### config.mk
export PLATFORM = sky130hd
export DESIGN_NAME = swsg_exp_term
export DESIGN_NICKNAME = d
export VERILOG_FILES = /design/src/rtl/swsg_pkg.sv /design/src/rtl/swsg_exp_term.sv
export SDC_FILE = /design/constraint.sdc
export NUM_CORES = 2
export LEC_CHECK = 0
export BUFFER_PORTS_ARGS = -buffer_cell sky130_fd_sc_hd__buf_2
export CORE_MARGIN = 2
export CORE_UTILIZATION = 31
export CTS_CLUSTER_DIAMETER = 40
export DETAILED_ROUTE_END_ITERATION = 10
export GPL_ROUTABILITY_DRIVEN = 0
export PLACE_DENSITY_LB_ADDON = 0.05
export SYNTH_ARGS = -nofsm -noshare
export SYNTH_HDL_FRONTEND = slang
export SYNTH_SLANG_ARGS = --single-unit
export TNS_END_PERCENT = 50
### constraint.sdc
create_clock -name clk -period 13.1 [get_ports clk]
set_input_delay 0.655 -clock clk [delete_from_list [all_inputs] [get_ports clk]]
set_output_delay 0.655 -clock clk [all_outputs]
set_load 0.005 [all_outputs]
### src/rtl/swsg_pkg.sv
`timescale 1ns / 1ps
// ----------------------------------------------------------------------------
// swsg_pkg
// Shared types and constants for the wavelet sample generator pipeline.
// ----------------------------------------------------------------------------
package swsg_pkg;

  // configuration register indexes
  localparam logic [2:0] CFG_KIND   = 3'd0;
  localparam logic [2:0] CFG_LENGTH = 3'd1;
  localparam logic [2:0] CFG_SCALE  = 3'd2;
  localparam logic [2:0] CFG_STEP   = 3'd3;

  localparam logic [10:0] LENGTH_RESET = 11'd1024;
  localparam logic [31:0] SCALE_RESET  = 32'd4294967;
  localparam logic [31:0] STEP_RESET   = 32'd4294967;

  // fixed point constants
  localparam logic [32:0] ONE_Q32   = 33'h1_0000_0000;
  localparam logic [31:0] LN2_Q32   = 32'd2977044472;
  localparam logic [63:0] LN2_RECIP_FULL = (64'd1 << 48) / 64'd2977044472;
  localparam logic [16:0] LN2_RECIP = LN2_RECIP_FULL[16:0];

  // pipeline shape
  localparam int SERIES_TERMS = 12;
  localparam int FRONT_STAGES = 5;
  localparam int TERM_STAGES  = 3;
  localparam int TAIL_STAGES  = 3;
  localparam int LATENCY      = FRONT_STAGES + SERIES_TERMS * TERM_STAGES + TAIL_STAGES;

  // side information that rides along with the exponential series
  typedef struct packed {
    logic        zero;  // sample forced to zero
    logic        neg;   // sign of the final sample
    logic [5:0]  q;     // power of two part of the exponent
    logic [41:0] b;     // second factor of the final product
  } side_t;

endpackage

### src/rtl/swsg_exp_term.sv
`timescale 1ns / 1ps
// ----------------------------------------------------------------------------
// swsg_exp_term
// One Horner step of the exp(-r) series: e = 1 - floor(floor(r*e)/j).
// ----------------------------------------------------------------------------
module swsg_exp_term import swsg_pkg::*; #(
  parameter int J = 12
) (
  input  logic        clk,
  input  logic        rst,
  input  logic        in_valid,
  input  logic [31:0] in_r,
  input  logic [32:0] in_e,
  input  side_t       in_side,
  output logic        out_valid,
  output logic [31:0] out_r,
  output logic [32:0] out_e,
  output side_t       out_side
);

  localparam int L = $clog2(J);
  localparam logic [63:0] MUL_FULL = ((64'd1 << (32 + L)) + 64'(J) - 64'd1) / 64'(J);
  localparam logic [32:0] MUL = MUL_FULL[32:0];

  logic [64:0] prod;
  logic        va, vb;
  logic [31:0] ra, rb;
  side_t       sa, sb;
  logic [31:0] pa;
  logic [48:0] ph;
  logic [47:0] pl;
  logic [65:0] sum;
  logic [32:0] quo;

  assign prod = 65'(in_r) * 65'(in_e);

  always_ff @(posedge clk) begin
    va <= rst ? 1'b0 : in_valid;
    ra <= in_r;
    sa <= in_side;
    pa <= prod[63:32];
  end

  // divide by j as a reciprocal product, split in two halves
  always_ff @(posedge clk) begin
    vb <= rst ? 1'b0 : va;
    rb <= ra;
    sb <= sa;
    ph <= 49'(pa) * 49'(MUL[32:16]);
    pl <= 48'(pa) * 48'(MUL[15:0]);
  end

  always_comb begin
    sum = (66'(ph) << 16) + 66'(pl);
    quo = 33'(sum >> (32 + L));
  end

  always_ff @(posedge clk) begin
    out_valid <= rst ? 1'b0 : vb;
    out_r     <= rb;
    out_side  <= sb;
    out_e     <= ONE_Q32 - quo;
  end

endmodule

Yosys cells after proc, flatten, opt, wreduce, memory -nomap -nowiden
Index checks and enable logic that the tools add are counted.

storage, ports and cells
  memories = 0
  latch bits = 0
  RAM bits = 0
  memory bits (read-only) = 0
  bits in registers = 409
  input bits = 118

operators by class
  $mul = 3
  reductions and logical operators = 0
  equality and inequality tests = 0
  order comparisons = 0
  bitwise logic cells = 0
  add/subtract/negate cells = 2
  shifts and indexed selects = 0
  muxes and demuxes = 0
  divide/modulo/power cells = 0

operators with widths
  operator                                                                count
  65-bit by 47-bit adder with 66-bit output                               1
  32-bit by 33-bit multiplier with 64-bit output                          1
  32-bit by 17-bit multiplier with 49-bit output (second input constant)  1
  32-bit by 14-bit multiplier with 46-bit output (second input constant)  1
  33-bit by 30-bit subtractor with 33-bit output (first input constant)   1

Logic depth before layout (Yosys ltp)
  depth after elaboration = 2
  depth in mapped cells = 29
  mapped depth without buffers = 28

Worst setup path before layout
Ideal clock, no wire load.

  kind = input-to-reg
  from = in in_r[6]
  to = reg pa[14]
  required time = 12.973 ns
  path buffers = 1
  stages = 26
  arrival = 7.090 ns
  path slack = 5.883 ns
  setup time = 0.127 ns
  path through = clkbuf_1 and2_1 fa_1 fa_1 fa_1 inv_1 fa_1 inv_1 fa_1 inv_1 fa_1 inv_1 fa_1 inv_1 fa_1 inv_1 ha_1 and3_1 and3_1 a211oi_1 a21oi_1 o211ai_1 nand2b_1 a221oi_1 o21ai_0 xor2_1

between the ends
  cells in the longest elaborated chain, start to end = 1

RTL lines
  item                                            RTL line             text
  start, declared                                 swsg_exp_term.sv:12  input logic [31:0] in_r,
  32-bit by 33-bit multiplier with 64-bit output  swsg_exp_term.sv:35  assign prod = 65'(in_r) * 65'(in_e);
  net prod[46]                                    swsg_exp_term.sv:25  logic [64:0] prod;
  end signal, assigned                            swsg_exp_term.sv:41  pa <= prod[63:32];
  end, declared                                   swsg_exp_term.sv:29  logic [31:0] pa;

The timed path passes the listed nets, and every way through them passes these cells.
A chain may end at the register's enable or synchronous reset.

Worst setup path in the final report
  from = in in_e[18]
  to = reg pa[25]

between the ends
  cells in the longest elaborated chain, start to end = 1

RTL lines
  item                                            RTL line             text
  start, declared                                 swsg_exp_term.sv:13  input logic [32:0] in_e,
  32-bit by 33-bit multiplier with 64-bit output  swsg_exp_term.sv:35
  net prod[57]                                    swsg_exp_term.sv:25

The timed path passes the listed nets, and every way through them passes these cells.

==> impl_metrics.py <==
metrics = {
    "logic_synthesis": {
        "synth_top_area_cell": "fa_1",
        "syn-num-nets": 7710,
        "ys_top_cells_by_area": "fa_1 43%, dfxtp_1 14%, ha_1 12%, inv_1 9.3%, and2_1 5.5%",
        "synth_seq_area_share_pct": 13.9,
        "yosysTopAreaCellShare_pct": 43.0,
        "yosysWarnings": 0,
        "synth_cell_types": 75,
        "syn_area_per_cell_sq_um": 9.71,
        "ys.flop_type": "dfxtp_1",
        "synthArstFlopShare_pct": 0,
        "postSynthCellCount": 5833,
        "syn_area_sq_mm": 0.0567,
        "synth_edf_count": 0,
        "ys_ff_latch": 394,
    },
    "layout": {
        "multiInputGateArea_sq_mm": 0.0426,
        "syn_to_final_growth_pct": 9.80,
        "nets": 7835,
        "register_area_sq_mm": 0.00789,
        "drive_above_1_share_pct": 6.76,
        "fill_cells": 18900,
    },
    "placement": {
        "numPortBuffers": 233,
        "pre_cts_ws_ns": 3.94,
        "dp.final_hpwl_um": 140000,
    },
    "worst_setup_path": {
        "r2r_slack_ns": 5.01,
        "reg2reg_from": "pa[3]$_DFF_P_",
        "r2r_cells": 18,
        "path_class": "in -> reg",
        "rr_endpoint": "pl[41]$_DFF_P_",
        "worstPathCellList": "buf_2 -> nand2_1 -> fa_1 -> inv_1 -> fa_1 -> fa_1 -> fa_1 -> fa_1 -> fa_1 -> fa_1 -> inv_1 -> fa_1 -> inv_1 -> ha_1 -> nand4_1 -> nor2_1 -> nand3_1 -> a21oi_1 -> o2111ai_1 -> nor2b_1 -> o211ai_1 -> a31oi_1 -> xnor2_1",
        "cp.depth": 23,
        "cp_top_family": "adder cells",
        "crit_buf_inv": 4,
        "cp_data_required_time_ns": 13.58,
        "cpMaxStageDelayCell": "buf_2",
        "critPathLaunchType": "primary input",
        "max_stage_delay_ns": 0.84,
        "cpMostUsedCell": "fa_1",
        "crit_path_end_kind": "flip-flop",
        "crit_arrival_ns": 8.93,
        "crit_fanout": 32,
    },
    "routing": {
        "drcViolationCount": 0,
        "wl_per_cell_um": 21.6,
        "via_count": 38400,
        "first_pass_iters": 5,
        "drt_iter0_markers": 1645,
        "drt-total-wl_um": 181000,
        "ant_nets": 0,
        "via_per_inst": 4.58,
    },
    "die": {
        "start_util_pct": 31.3,
        "coreArea_sq_mm": 0.181,
        "die_y_um": 432,
        "die-area_sq_mm": 0.186,
        "die_w_um": 432,
        "io_pins": 234,
        "placementRows": 156,
    },
    "job": {
        "cap_violations": 0,
    },
    "timing": {
        "rsz0062_at_grt": "false",
        "max_freq_mhz": 118,
        "slew_viol_final": 0,
        "fin_crit_sh_pct": 64.5,
        "setup_tns_ns": 0,
        "hold_viol": 0,
        "max-slew-margin-rel_pct": 21.1,
        "worstMarginPinSlew_ns": 1.18,
        "fin_ws_ns": 4.65,
        "skew_ns": 0.0427,
        "setup_viol": 0,
        "period_needed_ns": 8.45,
    },
    "worst_hold_path": {
        "hold_class": "in -> reg",
        "hold_start": "in_side[34]",
        "holdPathEnd": "sa[34]$_DFF_P_",
        "hold_depth": 1,
    },
    "grt": {
        "track_usage_pct": 19.9,
        "grt_pass1_wl_um": 275000,
        "antenna_found_initial": 8,
        "grt_pass1_vias": 42800,
        "grt.overflow.total": 0,
        "grt_max_degree": 35,
    },
    "cts": {
        "postCtsHoldBufs": 0,
        "root_buffer": "clkbuf_16",
        "clk_pin_slew_ns": 0.06,
        "clock-sinks": 394,
        "clock_latency_ns": 0.63,
        "post_cts_buffers": 0,
        "ctsResizeCount": 0,
        "cts_inserted_buffers": 52,
        "cts-htree-levels": 2,
        "cts_max_path_buffers": 3,
        "cts_tree": "built",
    },
    "run_status": {
        "outcome": "completed",
    },
}
-- flip-flops by register name, summed over array words and instances (netlist names), 31 cells and up --
| register | flops |
|---|---|
| pl | 31 |
| ph | 49 |
| rb | 32 |
| ra | 32 |
| sa | 50 |
| out_r | 32 |
| sb | 50 |
| out_side | 50 |
| out_e | 33 |
| pa | 32 |
-- layout by cell type (no fill, tap or decap), types with 52 or more instances in the layout --
cell / Yosys / layout
inv_1: 1410 / 1410
ha_1: 543 / 543
and2_1: 495 / 495
nand2_1: 656 / 656
fa_1: 1216 / 1216
o21ai_0: 68 / 68
nor2_1: 86 / 86
dfxtp_1: 394 / 394
xnor2_1: 86 / 86
buf_4: 0 / 59
a21o_1: 81 / 81
clkbuf_16: 0 / 52
buf_2: 5 / 233
a21oi_1: 121 / 121
-- cell usage after synthesis, types with 22 or more instances --
library cell,instances
nand2_1,656
ha_1,543
nor2b_1,22
clkbuf_1,211
nand4_1,24
nor3_1,37
inv_1,1410
nand3_1,40
a21o_1,81
xnor2_1,86
and2_1,495
a21oi_1,121
fa_1,1216
o21ai_0,68
and3_1,29
nor2_1,86
xor2_1,40
dfxtp_1,394
-- metal layers --
metal / track usage, % / up-vias / share of wire [%]
met5: 0 / - / 0
met4: 3.97 / 0 / 2.0
met3: 1.54 / 162 / 3.4
met2: 35.1 / 724 / 50
met1: 26.6 / 19800 / 45
li1: - / 17700 / -
-- per-stage QoR --
step | util, % | hold WS (ns) | cells | area (sq um)
after floorplan | - | 0.310 | 5833 | 56700
after global placement | 33.3 | 0.310 | 8274 | 60400
after detailed placement | 33.3 | 0.312 | 8274 | 60400
after CTS | 34.3 | 0.0672 | 8372 | 62200
after global routing | 34.3 | 0.0808 | 8372 | 62200
final | 34.4 | 0.118 | 8378 | 62200
-- cell type report --
class                   instances  area share (%)
inverters                    1411            8.51
flip-flops and latches        394            12.7
repair buffers                292            2.59
diodes                          6          0.0241
clock buffers                  68            2.27
clock inverters                30           0.639
multi-input cells            3807            68.5
well taps                    2370            4.77
-- worst reg2reg max path, delay by kind of cell (launching register included) --
kind	cells	cell delay, ns
AOI/OAI and AO/OA	5	2.24
DFF	1	0.67
adders and majority gates	7	3.47
and+or+nand+nor	4	1.46
buffers and inverters	2	0.16
-- how the worst max path moves through the flow --
stage              from              to  slack, ns
2_1_floorplan   in_r[6]  pa[14]$_DFF_P_       5.88
3_3_place_gp   in_e[16]  pa[25]$_DFF_P_       3.89
3_5_place_dp   in_e[16]  pa[25]$_DFF_P_       3.94
4_1_cts        in_e[16]  pa[25]$_DFF_P_       4.56
5_1_grt        in_e[18]  pa[31]$_DFF_P_       4.33
6_report       in_e[18]  pa[25]$_DFF_P_       4.65
-- cells by family (layout without fill, tap and decap cells) --
logic type | Yosys count | in the layout | share of synthesized area (%)
flip-flops | 394 | 394 | 13.9
adder cells (fa/ha/maj) | 1759 | 1759 | 55.0
other | 0 | 6 | 0
multiplexers | 14 | 14 | 0.250
AND/OR/NAND/NOR | 1461 | 1461 | 12.8
buffers and inverters | 1632 | 1801 | 10.8
AO/OA/AOI/OAI | 447 | 447 | 5.29
XOR/XNOR | 126 | 126 | 1.95
Power is not shown: default switching activity piles up to over one toggle a cycle in this logic, so the estimate is an artifact.
