--- src/rtl/swsg_pkg.sv ---
`timescale 1ns / 1ps
// ----------------------------------------------------------------------------
// swsg_pkg
// Shared types and constants for the wavelet sample generator pipeline.
// ----------------------------------------------------------------------------
package swsg_pkg;

  // configuration register indexes
  localparam logic [2:0] CFG_KIND   = 3'd0;
  localparam logic [2:0] CFG_LENGTH = 3'd1;
  localparam logic [2:0] CFG_SCALE  = 3'd2;
  localparam logic [2:0] CFG_STEP   = 3'd3;

  localparam logic [10:0] LENGTH_RESET = 11'd1024;
  localparam logic [31:0] SCALE_RESET  = 32'd4294967;
  localparam logic [31:0] STEP_RESET   = 32'd4294967;

  // fixed point constants
  localparam logic [32:0] ONE_Q32   = 33'h1_0000_0000;
  localparam logic [31:0] LN2_Q32   = 32'd2977044472;
  localparam logic [63:0] LN2_RECIP_FULL = (64'd1 << 48) / 64'd2977044472;
  localparam logic [16:0] LN2_RECIP = LN2_RECIP_FULL[16:0];

  // pipeline shape
  localparam int SERIES_TERMS = 12;
  localparam int FRONT_STAGES = 5;
  localparam int TERM_STAGES  = 3;
  localparam int TAIL_STAGES  = 3;
  localparam int LATENCY      = FRONT_STAGES + SERIES_TERMS * TERM_STAGES + TAIL_STAGES;

  // side information that rides along with the exponential series
  typedef struct packed {
    logic        zero;  // sample forced to zero
    logic        neg;   // sign of the final sample
    logic [5:0]  q;     // power of two part of the exponent
    logic [41:0] b;     // second factor of the final product
  } side_t;

endpackage

--- src/rtl/swsg_tail.sv ---
`timescale 1ns / 1ps
// ----------------------------------------------------------------------------
// swsg_tail
// Power of two scaling of exp(-r), final product, rounding and sign.
// ----------------------------------------------------------------------------
module swsg_tail import swsg_pkg::*; (
  input  logic               clk,
  input  logic               rst,
  input  logic               in_valid,
  input  logic [32:0]        in_e,
  input  side_t              in_side,
  output logic               done,
  output logic signed [47:0] sample_value
);

  logic [46:0] sh_sum;
  logic        va, vb;
  logic [32:0] ea;
  side_t       sa;
  logic        negb;
  logic [53:0] ph;
  logic [53:0] pl;
  logic [75:0] sum;
  logic [47:0] mag;

  always_comb begin
    if (in_side.q == 6'd0) begin
      sh_sum = 47'(in_e);
    end else begin
      sh_sum = (47'(in_e) + (47'd1 << (in_side.q - 6'd1))) >> in_side.q;
    end
  end

  always_ff @(posedge clk) begin
    va <= rst ? 1'b0 : in_valid;
    sa <= in_side;
    ea <= in_side.zero ? 33'd0 : sh_sum[32:0];
  end

  always_ff @(posedge clk) begin
    vb   <= rst ? 1'b0 : va;
    negb <= sa.neg;
    ph   <= 54'(ea) * 54'(sa.b[41:21]);
    pl   <= 54'(ea) * 54'(sa.b[20:0]);
  end

  // magnitude stays below 2^40, so no saturation is reached
  always_comb begin
    sum = (76'(ph) << 21) + 76'(pl) + (76'd1 << 33);
    mag = 48'(sum >> 34);
  end

  always_ff @(posedge clk) begin
    done         <= rst ? 1'b0 : vb;
    sample_value <= negb ? -$signed(mag) : $signed(mag);
  end

endmodule

--- config.mk ---
export PLATFORM = sky130hd
export DESIGN_NAME = swsg_tail
export DESIGN_NICKNAME = d
export VERILOG_FILES = /design/src/rtl/swsg_pkg.sv /design/src/rtl/swsg_tail.sv
export SDC_FILE = /design/constraint.sdc
export NUM_CORES = 2
export LEC_CHECK = 0
export BUFFER_PORTS_ARGS = -buffer_cell sky130_fd_sc_hd__buf_2
export CELL_PAD_IN_SITES_DETAIL_PLACEMENT = 1
export CELL_PAD_IN_SITES_GLOBAL_PLACEMENT = 1
export CORE_MARGIN = 8
export CORE_UTILIZATION = 40
export CTS_CLUSTER_DIAMETER = 50
export DETAILED_ROUTE_END_ITERATION = 8
export PLACE_DENSITY_LB_ADDON = 0.15
export SETUP_SLACK_MARGIN = 0.4
export SYNTH_ARGS = -nofsm -noshare
export SYNTH_HDL_FRONTEND = slang
export SYNTH_SLANG_ARGS = --single-unit
--- constraint.sdc ---
create_clock -name clk -period 13.5 [get_ports clk]
set_clock_uncertainty 0.2 [all_clocks]
set_input_delay 2.7 -clock clk [delete_from_list [all_inputs] [get_ports clk]]
set_output_delay 2.7 -clock clk [all_outputs]
set_load 0.01 [all_outputs]
; Word level (Yosys, flattened, before mapping)
; Cells that the tools add are included.
[classes]
addsub = 5
n_reduce_logical = 1
shift = 2
mul = 2
n_mux = 2
[op_table]
columns = op, n
row1 = $mul 33x21->54, 2
row2 = $add 75x54->76, 1
row3 = $add 76x34->76 const B, 1
row4 = $neg 42->48, 1
row5 = $add 33x47->47, 1
row6 = $shl 1x6->47 const A, 1
row7 = $shr 47x6->33, 1
row8 = $mux 42, 1
row9 = $mux 33, 1
row10 = $logic_not 6->1, 1
row11 = $sub 6x1->6 const B, 1
[totals]
elab_cells = 23
output_inout_bits = 49
regBits = 236
input_bits = 86

; Depth between registers and ports, before layout
[logic_depth]
word_depth = 5
depth_mapped = 30
ltp_nobuf = 28

; Worst setup path after synthesis
; OpenSTA, ideal clock, no wires.
[synth_timing]
path_type = input -> register
startpoint = in in_side[44] (netlist name)
endpoint = reg ea[5]
cell_stages = 21
t_arrival_ns = 7.570
n_path_buf = 7
required_time_ns = 13.165
setup_ns = 0.135
slack_ns = 5.594
cell_sequence = clkbuf_1 -> inv_1 -> clkbuf_1 -> clkbuf_1 -> clkbuf_1 -> ha_1 -> clkbuf_1 -> clkbuf_1 -> nor3_1 -> ha_1 -> buf_2 -> a21o_1 -> or4_1 -> o211ai_1 -> nor3b_1 -> xor2_1 -> o22ai_1 -> a2111oi_0 -> a21oi_1 -> a222oi_1 -> o32ai_1
[synth_via]
elab_chain_len = 5
elab_cells_between_ends = 6
cone_classes = add/sub (2) / shift (2) / mux (1) / reduce/logical (1)
[synth_lines]
columns = item, line_no
row1 = "start, declared", swsg_tail.sv:11  ; input side_t in_side,
row2 = $sub 6x1->6, swsg_tail.sv:30  ; sh_sum = (47'(in_e) + (47'd1 << (in_side.q - 6'd1))) >> in_side.q;
row3 = $shl 1x6->47, swsg_tail.sv:30
row4 = $add 33x47->47, swsg_tail.sv:30
row5 = $shr 47x6->33, swsg_tail.sv:30
row6 = $mux 33 *, swsg_tail.sv:27  ; if (in_side.q == 6'd0) begin
row7 = "end signal, assigned", swsg_tail.sv:37  ; ea <= in_side.zero ? 33'd0 : sh_sum[32:0];
row8 = "end, declared", swsg_tail.sv:18  ; logic [32:0] ea;
; Mark *: on every way between the ends. The rest lies on a longest branch, timed or not.
; A chain may end at the register's enable or synchronous reset.

; Final worst setup path
[layout_timing]
startpoint = in in_side[43] (netlist name)
endpoint = reg ea[5]
; Same word-level chain as after synthesis.

==> flow_results.org <==
** Status
- The flow ran to the end, and the final reports show no timing, DRC or antenna violations.

** Timing
- The number of slew-limit violations in the final report came to 0.
- Maximum clock frequency :: 104 MHz
- Hold violation total from the final report :: 0
- Setup TNS after final layout :: 0 ns
- Transition time at the pin with the least slew margin :: 1.11 ns
- Headroom to the max-slew limit came out at 25.2%.
- Counting I/O delays and the setup requirement, the final critical path takes approximately 9.7 ns.
- Setup repair after global routing left no endpoint under its margin.
- Dividing the final minimum period by the clock period gives 71.5%.
- Setup violations, final :: 0

** Global routing
- Number of antenna violations at the first check in global routing :: 21
- For this run, the total global-route usage over all layers was measured as 24.7%.
- The total overflow left after global routing is 0.
- The via count of the first global-routing pass came to 49600.
- First-pass GRT wire length :: roughly 300 mm
- Largest net degree at the start of global routing :: 58

** Clock network
- Clk Latency, worst-skew pair :: 0.68 ns
- Clock Sinks :: 215
- Number of buffers added by the clock tree synthesis step :: 49
- Buffers inserted to repair hold after CTS numbered 0.
- Number of H-tree levels :: 2
- TritonCTS built the clock tree.
- Clock-pin slew was measured on the worst setup and hold paths at 0.06 ns.
- CTS-repair resized insts :: 0
- The tree is rooted in a sky130_fd_sc_hd__clkbuf_16.
- Largest buffer count on any clock path :: 3
- Post-CTS timing repair inserted 0 buffers for setup.

** Placed design
- Post-detail-place hpwl :: between 100 and 150 mm
- Routability Congestion :: between 0.9 and 1
- Once placement finished, the instance area stood at between 50000 and 60000 um2.
- Port Buffers :: 134

** Synthesis
- Proportion of synthesized flip-flops having asynchronous set or reset :: 0%
- Each instance of the synthesized netlist takes up on average 8.76 um2.
- Synthesis produced a netlist with a net count of 8138.
- Main synth FF type :: sky130_fd_sc_hd__dfxtp_1
- Yosys warnings :: 0
- Number of enable flip-flop cells after synthesis :: 0
- Count of state elements after synthesis :: 215
- Sequential-to-total area share from yosys stat :: 7.61%
- Summing every instance area after synthesis gives 56500 um2.
- The synthesized netlist contains 96 unique library cells.
- Synthesis handed over a netlist of 6455 instances.

** Detailed routing
- For this block, the via count after detailed routing is 44100.
- Wire length reported by the detailed router :: 188 mm
- Via-to-Cell Ratio :: 5.31
- In the final routed layout, each cell accounts on average for 22.6 um.
- Antenna viol nets, final :: 0
- Detailed router's first-iteration violation count :: ~2300
- The pre-antenna-repair detailed-routing pass consisted of 7 iterations.
- After detailed routing, the number of remaining DRC violations is 0.

** Setup path
- STA classifies the critical path endpoint as a flop.
- Reg2Reg Depth :: 27
- At the worst endpoint, the arrival time is roughly 10 ns.
- Critical path class :: in2reg
- The worst register-to-register path ends at pl[49].
- Kind of start point of the critical path :: input pin
- Traced cell by cell, the critical path runs through buf_2 -> or2_1 -> inv_2 -> ha_1 -> nand2_1 -> nor2_1 -> ha_1 -> inv_1 -> fa_1 -> nor2b_1 -> o21a_1 -> o21ai_0 -> a21oi_1 -> o211ai_1 -> nor3b_1 -> xor2_1 -> o22ai_1 -> a2111oi_0 -> a21oi_1 -> a222oi_1 -> o32ai_1.
- Start of the worst register-to-register path :: ea[5]
- The critical path contains buffers and inverters numbering 3 combined.
- Of all nets on the critical path, the largest fanout is 27.
- Cell with the biggest individual delay on the critical path :: sky130_fd_sc_hd__a2111oi_0
- On the critical path the largest part of the delay comes from compound AO/OA/AOI/OAI gates.
- STA puts the critical path data required time at 13.78 ns.
- For this run, the slowest stage of the critical path takes 0.94 ns.
- Reg2Reg Setup Slack :: 4.32 ns

** Floorplanning
- Die outline width :: 392 um
- The region available for standard cell placement spans 141000 um2.
- Effective utilization at floorplan :: 40.1%
- Io pins :: 135
- Die area :: ~150000 um2
- The die is 392 um tall.
- Count of standard-cell rows :: 138

** Finish
- Util after Layout :: 43.0%
- Compared with the post-synthesis result, the final layout area differs by 7.14%.
- The net count of the finished layout is about 8000.
- Share of layout cells above drive strength 1 :: 6.22%
- Post-route cell area :: 60600 um2

** Pwr
- Max rail drop VDD :: 0.122 mV
- Overall power consumption after layout is estimated at 0.00662 W.
- Leakage component of the power :: 30.3 nW
- Power per unit of standard cell area :: 109 nW/um2

** Run
- Max-cap violations in this run came to 0.

** Worst hold path
- Hold crit path type :: reg2reg
- For hold timing, the worst endpoint is negb.
- Count of cells along the worst hold path :: 0
- Hold path start :: sa[48]
-- synth_stat cells (all sizes together) (9+ instances only) --
library cell / number / area [um2]
a2111oi: 10 / 95.1
a211o: 19 / 166
a211oi: 33 / 270
a21o: 97 / 728
a21oi: 170 / 873
a31oi: 27 / 184
and2: 744 / 4650
and3: 30 / 188
buf: 27 / 134
clkbuf: 324 / 1220
dfxtp: 215 / 4300
fa: 1172 / 23500
ha: 425 / 5320
inv: 1320 / 4950
mux2: 9 / 101
mux2i: 19 / 190
mux4: 9 / 203
nand2: 828 / 3110
nand2b: 12 / 75.1
nand3: 68 / 345
nand4: 32 / 200
nor2: 173 / 654
nor2b: 25 / 156
nor3: 73 / 365
nor4: 14 / 130
o211ai: 30 / 230
o21a: 30 / 225
o21ai: 128 / 641
o21bai: 22 / 165
o22ai: 12 / 75.1
o31ai: 23 / 173
or3: 17 / 106
or4: 10 / 75.1
xnor2: 110 / 963
xor2: 63 / 552
-- worst max-delay path by stage --
| stage | start | to | cells past startpoint |
|---|---|---|---|
| 3_3_place_gp | in_side[43] | ea[16] | 21 |
| 2_1_floorplan | in_side[44] | ea[5] | 21 |
| 3_5_place_dp | in_side[43] | ea[5] | 21 |
| 6_report | in_side[43] | ea[5] | 21 |
| 5_1_grt | in_side[43] | ea[5] | 21 |
| 4_1_cts | in_side[43] | ea[5] | 21 |
-- report_power, final --
group | internal (W) | total, W | switching [W]
sequential | 0.000826 | 0.000980 | 0.000154
combinational | 0.00167 | 0.00438 | 0.00271
clock | 0.000762 | 0.00126 | 0.000501
total | 0.00326 | 0.00662 | 0.00336
-- logic make-up after synthesis --
group | count (synthesis) | synth area share [%]
and+or+nand+nor | 2051 | 18.2
AOI/OAI and AO/OA | 709 | 8.60
adders and majority gates | 1597 | 50.9
muxes | 37 | 0.874
buffers and inverters | 1673 | 11.2
xor gates and xnor gates | 173 | 2.68
DFF | 215 | 7.61
-- through the flow --
stage / hold WS, ns / setup slack, ns / std cells
after floorplan: 0.110 / 5.59 / 6455
after global placement: 0.115 / 3.42 / 8201
after detailed placement: 0.132 / 3.34 / 8201
after CTS: 0.149 / 3.98 / 8292
after global routing: 0.145 / 3.48 / 8292
final: 0.147 / 3.85 / 8302
-- routing by layer --
metal | up-vias | track usage, % | share of wire, %
li1 | 19500 | - | -
met1 | 23300 | 33.4 | 45
met2 | 1037 | 42.1 | 48
met3 | 246 | 3.67 | 5.4
met4 | 4 | 5.32 | 2.2
met5 | - | 0 | 0.014
-- registers in the layout, indices dropped and copies added, names as in the netlist --
| register | cells |
|---|---|
| negb | 1 |
| ph | 54 |
| sample_value | 48 |
| va | 1 |
| sa | 43 |
| vb | 1 |
| pl | 33 |
| ea | 33 |
| done | 1 |
-- layout by cell type, fill, tap and decap left out, drive strengths merged, types with 33 or more instances in the layout --
master | Yosys | layout
a21o | 97 | 97
ha | 425 | 425
nor3 | 73 | 73
nand3 | 68 | 68
clkbuf | 324 | 53
nand2 | 828 | 828
o21ai | 128 | 128
xnor2 | 110 | 110
dfxtp | 215 | 215
inv | 1320 | 1336
nor2 | 173 | 173
and2 | 744 | 744
fa | 1172 | 1172
buf | 27 | 207
xor2 | 63 | 63
a211oi | 33 | 33
a21oi | 170 | 170
-- layout make-up --
cell class / count / area [um2]
tap: 1890 / 2360
antenna: 10 / 25.0
clock inverter: 38 / 467
multi-input combinational: 4567 / 45900
fill: 16500 / 80300
inverter: 1322 / 4970
sequential: 215 / 4350
timing repair buffer: 207 / 1220
clock buffer: 53 / 1260
No activity file was read; power rests on OpenSTA's default activity.
