**src/rtl/swsg_pkg.sv**
```systemverilog
`timescale 1ns / 1ps
// ----------------------------------------------------------------------------
// swsg_pkg
// Shared types and constants for the wavelet sample generator pipeline.
// ----------------------------------------------------------------------------
package swsg_pkg;

  // configuration register indexes
  localparam logic [2:0] CFG_KIND   = 3'd0;
  localparam logic [2:0] CFG_LENGTH = 3'd1;
  localparam logic [2:0] CFG_SCALE  = 3'd2;
  localparam logic [2:0] CFG_STEP   = 3'd3;

  localparam logic [10:0] LENGTH_RESET = 11'd1024;
  localparam logic [31:0] SCALE_RESET  = 32'd4294967;
  localparam logic [31:0] STEP_RESET   = 32'd4294967;

  // fixed point constants
  localparam logic [32:0] ONE_Q32   = 33'h1_0000_0000;
  localparam logic [31:0] LN2_Q32   = 32'd2977044472;
  localparam logic [63:0] LN2_RECIP_FULL = (64'd1 << 48) / 64'd2977044472;
  localparam logic [16:0] LN2_RECIP = LN2_RECIP_FULL[16:0];

  // pipeline shape
  localparam int SERIES_TERMS = 12;
  localparam int FRONT_STAGES = 5;
  localparam int TERM_STAGES  = 3;
  localparam int TAIL_STAGES  = 3;
  localparam int LATENCY      = FRONT_STAGES + SERIES_TERMS * TERM_STAGES + TAIL_STAGES;

  // side information that rides along with the exponential series
  typedef struct packed {
    logic        zero;  // sample forced to zero
    logic        neg;   // sign of the final sample
    logic [5:0]  q;     // power of two part of the exponent
    logic [41:0] b;     // second factor of the final product
  } side_t;

endpackage

```
**src/rtl/swsg_front.sv**
```systemverilog
`timescale 1ns / 1ps
// ----------------------------------------------------------------------------
// swsg_front
// Centring, exponent x = k*n^2, second factor and reduction of x by ln 2.
// ----------------------------------------------------------------------------
module swsg_front import swsg_pkg::*; #(
  parameter int MAX_LENGTH = 1024
) (
  input  logic        clk,
  input  logic        rst,
  input  logic        in_valid,
  input  logic [9:0]  sample_position,
  input  logic        wavelet_kind,
  input  logic [10:0] wavelet_length,
  input  logic [31:0] exponent_scale,
  input  logic [31:0] time_step,
  output logic        out_valid,
  output logic [31:0] out_r,
  output side_t       out_side
);

  localparam int LEN_CAP = (MAX_LENGTH > 2047) ? 2047 : MAX_LENGTH;
  localparam logic [10:0] LEN_CAP_V = 11'(LEN_CAP);

  logic [10:0] len;
  logic [9:0]  half;
  logic        outside;
  logic        n_neg_c;

  // stage 0
  logic        v0, kind0, zero0, nneg0;
  logic [9:0]  magn0;
  // stage 1
  logic        v1, kind1, zero1, nneg1;
  logic [19:0] sq1;
  logic [41:0] nt1;
  // stage 2
  logic        v2, kind2, zero2, nneg2;
  logic [51:0] x2;
  logic [41:0] nt2;
  // stage 3
  logic        v3;
  logic [36:0] x3;
  logic [5:0]  qe3;
  side_t       side3;
  logic [37:0] twox;
  logic [41:0] b_next;
  logic        neg_next;
  logic [37:0] qe_prod;
  // stage 4
  logic [37:0] r0;
  logic [31:0] r_fix;
  side_t       side_fix;

  always_comb begin
    len = (wavelet_length > LEN_CAP_V) ? LEN_CAP_V : wavelet_length;
    half = len[10:1];
    outside = ({1'b0, sample_position} >= len) ||
              (len[0] && ({1'b0, sample_position} == len - 11'd1));
    n_neg_c = sample_position < half;
  end

  always_ff @(posedge clk) begin
    v0    <= rst ? 1'b0 : in_valid;
    kind0 <= wavelet_kind;
    zero0 <= outside;
    nneg0 <= n_neg_c;
    magn0 <= n_neg_c ? half - sample_position : sample_position - half;
  end

  always_ff @(posedge clk) begin
    v1    <= rst ? 1'b0 : v0;
    kind1 <= kind0;
    zero1 <= zero0;
    nneg1 <= nneg0;
    sq1   <= magn0 * magn0;
    nt1   <= 42'(magn0) * 42'(time_step);
  end

  always_ff @(posedge clk) begin
    v2    <= rst ? 1'b0 : v1;
    kind2 <= kind1;
    zero2 <= zero1;
    nneg2 <= nneg1;
    x2    <= 52'(exponent_scale) * 52'(sq1);
    nt2   <= nt1;
  end

  // second factor and estimate of x / ln 2 (may be one short)
  always_comb begin
    twox = {x2[36:0], 1'b0};
    if (!kind2) begin
      if (twox <= 38'(ONE_Q32)) begin
        b_next = 42'(38'(ONE_Q32) - twox);
        neg_next = 1'b0;
      end else begin
        b_next = 42'(twox - 38'(ONE_Q32));
        neg_next = 1'b1;
      end
    end else begin
      b_next = nt2;
      neg_next = !nneg2;
    end
  end

  assign qe_prod = 38'(x2[36:16]) * 38'(LN2_RECIP);

  always_ff @(posedge clk) begin
    v3         <= rst ? 1'b0 : v2;
    x3         <= x2[36:0];
    qe3        <= qe_prod[37:32];
    side3.zero <= zero2 || (x2[51:37] != 15'd0);
    side3.neg  <= neg_next;
    side3.q    <= 6'd0;
    side3.b    <= b_next;
  end

  // remainder with one correction step
  assign r0 = 38'(x3) - 38'(qe3) * 38'(LN2_Q32);

  always_comb begin
    side_fix = side3;
    if (r0 >= 38'(LN2_Q32)) begin
      r_fix      = 32'(r0 - 38'(LN2_Q32));
      side_fix.q = qe3 + 6'd1;
    end else begin
      r_fix      = r0[31:0];
      side_fix.q = qe3;
    end
  end

  always_ff @(posedge clk) begin
    out_valid <= rst ? 1'b0 : v3;
    out_r     <= r_fix;
    out_side  <= side_fix;
  end

endmodule

```
**config.mk**
```make
export PLATFORM = sky130hd
export DESIGN_NAME = swsg_front
export DESIGN_NICKNAME = d
export VERILOG_FILES = /design/src/rtl/swsg_pkg.sv /design/src/rtl/swsg_front.sv
export SDC_FILE = /design/constraint.sdc
export NUM_CORES = 2
export LEC_CHECK = 0
export BUFFER_PORTS_ARGS = -buffer_cell sky130_fd_sc_hd__buf_4
export CORE_ASPECT_RATIO = 0.8
export CORE_UTILIZATION = 50
export CTS_CLUSTER_SIZE = 8
export DETAILED_ROUTE_END_ITERATION = 6
export PLACE_DENSITY = 0.66
export SYNTH_ARGS = -nofsm -noshare
export SYNTH_HDL_FRONTEND = slang
export SYNTH_SLANG_ARGS = --single-unit
export TNS_END_PERCENT = 10
```
**constraint.sdc**
```tcl
create_clock -name clk -period 22.2 [get_ports clk]
set_input_delay 1.11 -clock clk [delete_from_list [all_inputs] [get_ports clk]]
set_output_delay 1.11 -clock clk [all_outputs]
set_load 0.005 [all_outputs]
```
### Word-level counts from Yosys, hierarchy flattened

Index checks and enable logic that the tools add are counted.

| storage, ports and cells | value |
|---|---|
| input bits | 89 |
| word-level logic and storage cells | 61 |
| output and inout bits | 83 |
| flip-flop bits (word level) | 349 |

| cells by class | value |
|---|---|
| muxes and demuxes | 8 |
| equal/unequal tests | 1 |
| $lt $le $gt $ge | 5 |
| $mul | 5 |
| reductions and logical operators | 5 |
| add/subtract/negate cells | 8 |

Operators by type and width:

| operator | number |
|---|---|
| $mux W42 | 2 |
| $mul A32 B20 Y52 | 1 |
| $mul A10 B32 Y42 | 1 |
| $sub A33 B38 Y39 const A | 1 |
| $sub A38 B33 Y39 const B | 1 |
| $ge A38 B32 Y1 const B | 1 |
| $le A38 B33 Y1 const B | 1 |
| $sub A37 B38 Y38 | 1 |
| $mul A21 B15 Y36 const B | 1 |
| $mul A6 B29 Y35 const B | 1 |
| $mux W32 | 1 |
| $sub A32 B32 Y32 const B | 1 |
| $mul A10 B10 Y20 | 1 |
| $sub A10 B10 Y10 | 2 |
| $reduce_bool A15 Y1 | 1 |
| $eq A10 B11 Y1 | 1 |
| $ge A10 B11 Y1 | 1 |
| $gt A11 B11 Y1 const B | 1 |
| $mux W11 | 1 |
| $sub A11 B1 Y11 const B | 1 |
| $lt A10 B10 Y1 | 1 |
| $mux W10 | 1 |
| $add A6 B1 Y6 const B | 1 |
| $mux W6 | 1 |
| other kinds (4) | 6 |

### Depth between registers and ports, before layout

| depth | value |
|---|---|
| depth after elaboration | 6 |
| depth in mapped cells | 34 |
| gate-level depth less buffers | 32 |

### Least setup slack after synthesis

No wires, ideal clock.

| path | value |
|---|---|
| path type | input port to flip-flop |
| from | input exponent_scale[7] |
| to | register x2[49] |
| data required time | 22,128 ps |
| buffers on the path | 2 |
| library setup time | 72 ps |
| arrival | 7,758 ps |
| slack | 14,370 ps |
| cell stages on the path | 25 |
| path through | clkbuf_1 -> clkbuf_1 -> nand2_1 -> fa_1 -> inv_1 -> fa_1 -> inv_1 -> fa_1 -> fa_1 -> inv_1 -> fa_1 -> fa_1 -> fa_1 -> ha_1 -> nand3_1 -> or3_1 -> o22ai_1 -> o21ai_1 -> a21oi_1 -> a21oi_1 -> or3_1 -> a211oi_1 -> a221oi_1 -> o21ai_1 -> xor2_1 |

| on the way | value |
|---|---|
| cells in the longest elaborated chain, start to end | 1 |

RTL lines:

| item | RTL line | RTL |
|---|---|---|
| from (decl) | swsg_front.sv:15 | `input logic [31:0] exponent_scale,` |
| $mul A32 B20 Y52 | swsg_front.sv:85 | `x2 <= 52'(exponent_scale) * 52'(sq1);` |
| to (signal assigned) | swsg_front.sv:85 |  |
| to (decl) | swsg_front.sv:39 | `logic [51:0] x2;` |

Every way passes these cells.
A chain may end at the register's enable or synchronous reset.

### Worst setup path in the final report

| path | value |
|---|---|
| from | register qe3[5] |
| to | register out_r[4] |

| on the way | value |
|---|---|
| cells in the longest elaborated chain, start to end | 4 |

RTL lines:

| item | RTL line | RTL |
|---|---|---|
| from (decl) | swsg_front.sv:44 | `logic [5:0] qe3;` |
| from (signal assigned) | swsg_front.sv:111 | `qe3 <= qe_prod[37:32];` |
| $mul A6 B29 Y35 | swsg_front.sv:119 | `assign r0 = 38'(x3) - 38'(qe3) * 38'(LN2_Q32);` |
| $sub A37 B38 Y38 | swsg_front.sv:119 |  |
| $ge A38 B32 Y1 | swsg_front.sv:123 | `if (r0 >= 38'(LN2_Q32)) begin` |
| $mux W32 | swsg_front.sv:123 |  |
| net r_fix[4] | swsg_front.sv:52 | `logic [31:0] r_fix;` |
| to (signal assigned) | swsg_front.sv:134 | `out_r <= r_fix;` |
| to (decl) | swsg_front.sv:18 | `output logic [31:0] out_r,` |

The timed path passes the listed nets, and every way through them passes these cells.

==> run_results.csv <==
group,metric,value,unit
clock_network,cts_buffers,50,
layout,instances_no_fill,6839,
sta,timing.fmax,111,MHz
clock_network,cts_root_buffer,"clkbuf_16",
layout,nets,7132,
clock_network,cts_tree,"built",
clock_network,clkTransAtPathRegs,0.05,ns
yosys,ys.flop_type,"dfxtp_1",
sta,fin_skew,0.0427,ns
sta,period_needed,9.01,ns
yosys,yosysUniqueCellTypes,88,
sta,rsz0062_at_grt,"false",
sta,setup_violations,0,
clock_network,cts_sinks,348,
setup_path,worstSetupStartpointType,"register",
clock_network,cts_resized,0,
die,design.core.area,101000,um^2
global_route,grt_first_pass_wirelength,202000,um
placement,gp_congestion,0.897,
outcome,status,"completed",
clock_network,worstSkewPairLatency,0.61,ns
setup_path,worstPathArrival,9.46,ns
setup_path,max_stage_delay,0.65,ns
global_route,grt_use_total,0.245,
setup_path,worstSetupPathType,"register to register",
global_route,grt_pass1_vias,37700,
yosys,synth_xor_area_frac,0.0455,
die,die_area,104000,um^2
layout,area_growth,7.14,%
yosys,postSynth.asyncResetShare,0,
placement,dpl.cell_count,6777,
die,fp.dieH,288,um
sta,period_share,0.406,
yosys,ys_warn_count,0,
setup_path,cp_slowest_cell,"fa_1",
layout,final_cell_mix,"inv_1, fa_1, nand2_1",
die,ios,172,
clock_network,cts_setup_buffers,0,
placement,hpwlAfterDp,98100,um
layout,layout_commonest_cell,"inv_1",
placement,port-buffer-count,171,
global_route,grt_antenna_before_repair,3,
setup_path,cpMostUsedCell,"a21oi_1",
sta,hold_violations,0,
global_route,overflow,0,
yosys,synthMuxAreaShare,0.00389,
yosys,synth_cells,5476,
setup_path,worstPathRequired,22.66,ns
yosys,synth_edf_count,0,
yosys,synth_top_family_by_area,"adder cells",
die,initial_core_util,0.507,
clock_network,htree_levels,2,
yosys,synth.avg_cell_area,9.35,um^2
flow_run,drv_cap,0,
hold_path,hp-class,"register to register",
setup_path,worstSetupEndpointType,"register",
yosys,ys_seq_area_frac,0.136,
sta,slew-limit-headroom,0.201,
route,vias,36300,
yosys,syn_area,51200,um^2
die,num_rows,104,
yosys,synth_compound_area_frac,0.0761,
yosys,synth-seq-cells,348,
route,dr.pass1.iters,7,
route,wl,123000,um
layout,drive_gt1_frac,0.0575,
yosys,synthAdderAreaFrac,0.510,
yosys,post_synth_and_or_nand_nor_area_fraction,0.137,
route,wl_per_cell,18.0,um
route,drtAntennaViolNets,0,
setup_path,r2r.worst_path.cells,30,
route,vias_per_cell,5.31,
sta,max_slew.worst_pin.slew,1.19,ns
setup_path,path_max_fanout,29,
route,dr.first_iter.drc_count,2126,
clock_network,clock_path_buffers,3,
sta,drv_slew,0,
die,dieWidth,360,um
hold_path,hold_depth,0,
sta,fin_setup_tns,0,ns
global_route,grt_max_degree,80,
clock_network,cts_hold_buf,0,
route,drc_errors,0,
-- cells in the mapped netlist (6+ instances only) --
cell type	count	area, um^2
xor2_1	86	753
nor3_2	8	80.1
o2111ai_1	7	61.3
fa_1	912	18300
buf_1	8	30.0
nand2b_1	29	181
ha_1	627	7850
o22ai_1	7	43.8
or3_1	7	43.8
o21a_1	31	233
and4_1	9	78.8
a31oi_1	22	138
dfxtp_1	348	6970
nor3_1	28	140
nand2_1	766	2880
xnor2_1	180	1580
a21o_1	100	751
nor2_1	119	447
a21boi_0	8	60.1
nor4_1	11	68.8
a211oi_1	12	90.1
and2_1	348	2180
o21bai_1	25	188
nand4_1	23	144
a21oi_1	164	821
mux2i_1	12	120
nor2b_1	42	263
o211ai_1	9	67.6
o21ai_0	116	581
and3_1	12	75.1
nand3_1	32	160
o31ai_1	14	105
clkbuf_1	215	807
o41ai_1	6	52.6
mux2_2	6	67.6
or2_2	8	50.1
a31o_2	6	52.6
nor3b_1	8	60.1
inv_1	1014	3810
a221oi_1	6	52.6
-- registers in the layout, summed over array words and instances (netlist names), 19 cells and up --
signal    flops
nt1          42
nt2          42
out_r        32
out_side     50
side3        44
sq1          19
x2           52
x3           37
-- metrics by stage --
| step | util | hold WS, ns | area, um^2 | setup WS (ns) |
|---|---|---|---|---|
| 2_1_floorplan | - | 0.310 | 51200 | 14.37 |
| 3_3_place_gp | 0.530 | 0.310 | 53500 | 13.52 |
| 3_5_place_dp | 0.530 | 0.312 | 53500 | 13.34 |
| 4_1_cts | 0.543 | 0.301 | 54800 | 13.28 |
| 5_1_grt | 0.543 | 0.305 | 54800 | 12.60 |
| 6_report | 0.543 | 0.298 | 54900 | 13.19 |
-- worst paths after layout --
path	from	to	slack (ns)
worst max-delay path	qe3[5]	out_r[4]	13.19
worst min-delay path	kind1	kind2	0.30
worst max register to register	qe3[5]	out_r[4]	13.19
worst min register to register	kind1	kind2	0.30
-- worst max-delay path, delay by kind of cell (launching register included) --
family / cells / cell delay (ns)
and+or+nand+nor: 4 / 0.95
xor gates and xnor gates: 2 / 0.31
muxes: 1 / 0.37
DFF: 1 / 0.63
buffers and inverters: 3 / 0.50
adders and majority gates: 5 / 2.34
AOI/OAI and AO/OA: 15 / 3.73
-- cell families after synthesis --
kind of cell,after synthesis
fa+ha+maj,1539
xor+xnor,266
other cells,1
mux,19
simple gates,1465
flops,348
compound gates,593
buf+inv,1245
-- per-layer routing --
layer | global-route usage | share of wire | up-vias
li1 | - | - | 16900
met2 | 0.386 | 0.45 | 1115
met1 | 0.355 | 0.47 | 18100
met5 | 0 | 0.00011 | -
met3 | 0.0429 | 0.070 | 137
met4 | 0.0471 | 0.015 | 2
-- area by class of cell --
type	instances	area, um^2
Antenna cell	2	5.00
Clock buffer	55	1280
Clock inverter	5	43.8
Fill cell	9197	46100
Inverter	1014	3810
Multi-Input combinational cell	3887	39600
Sequential cell	348	6980
Tap cell	1325	1660
Timing Repair Buffer	203	1520
Power is left out: the tool's default activity adds up to more than one toggle a clock period on the data nets, which glitch-free logic cannot reach.
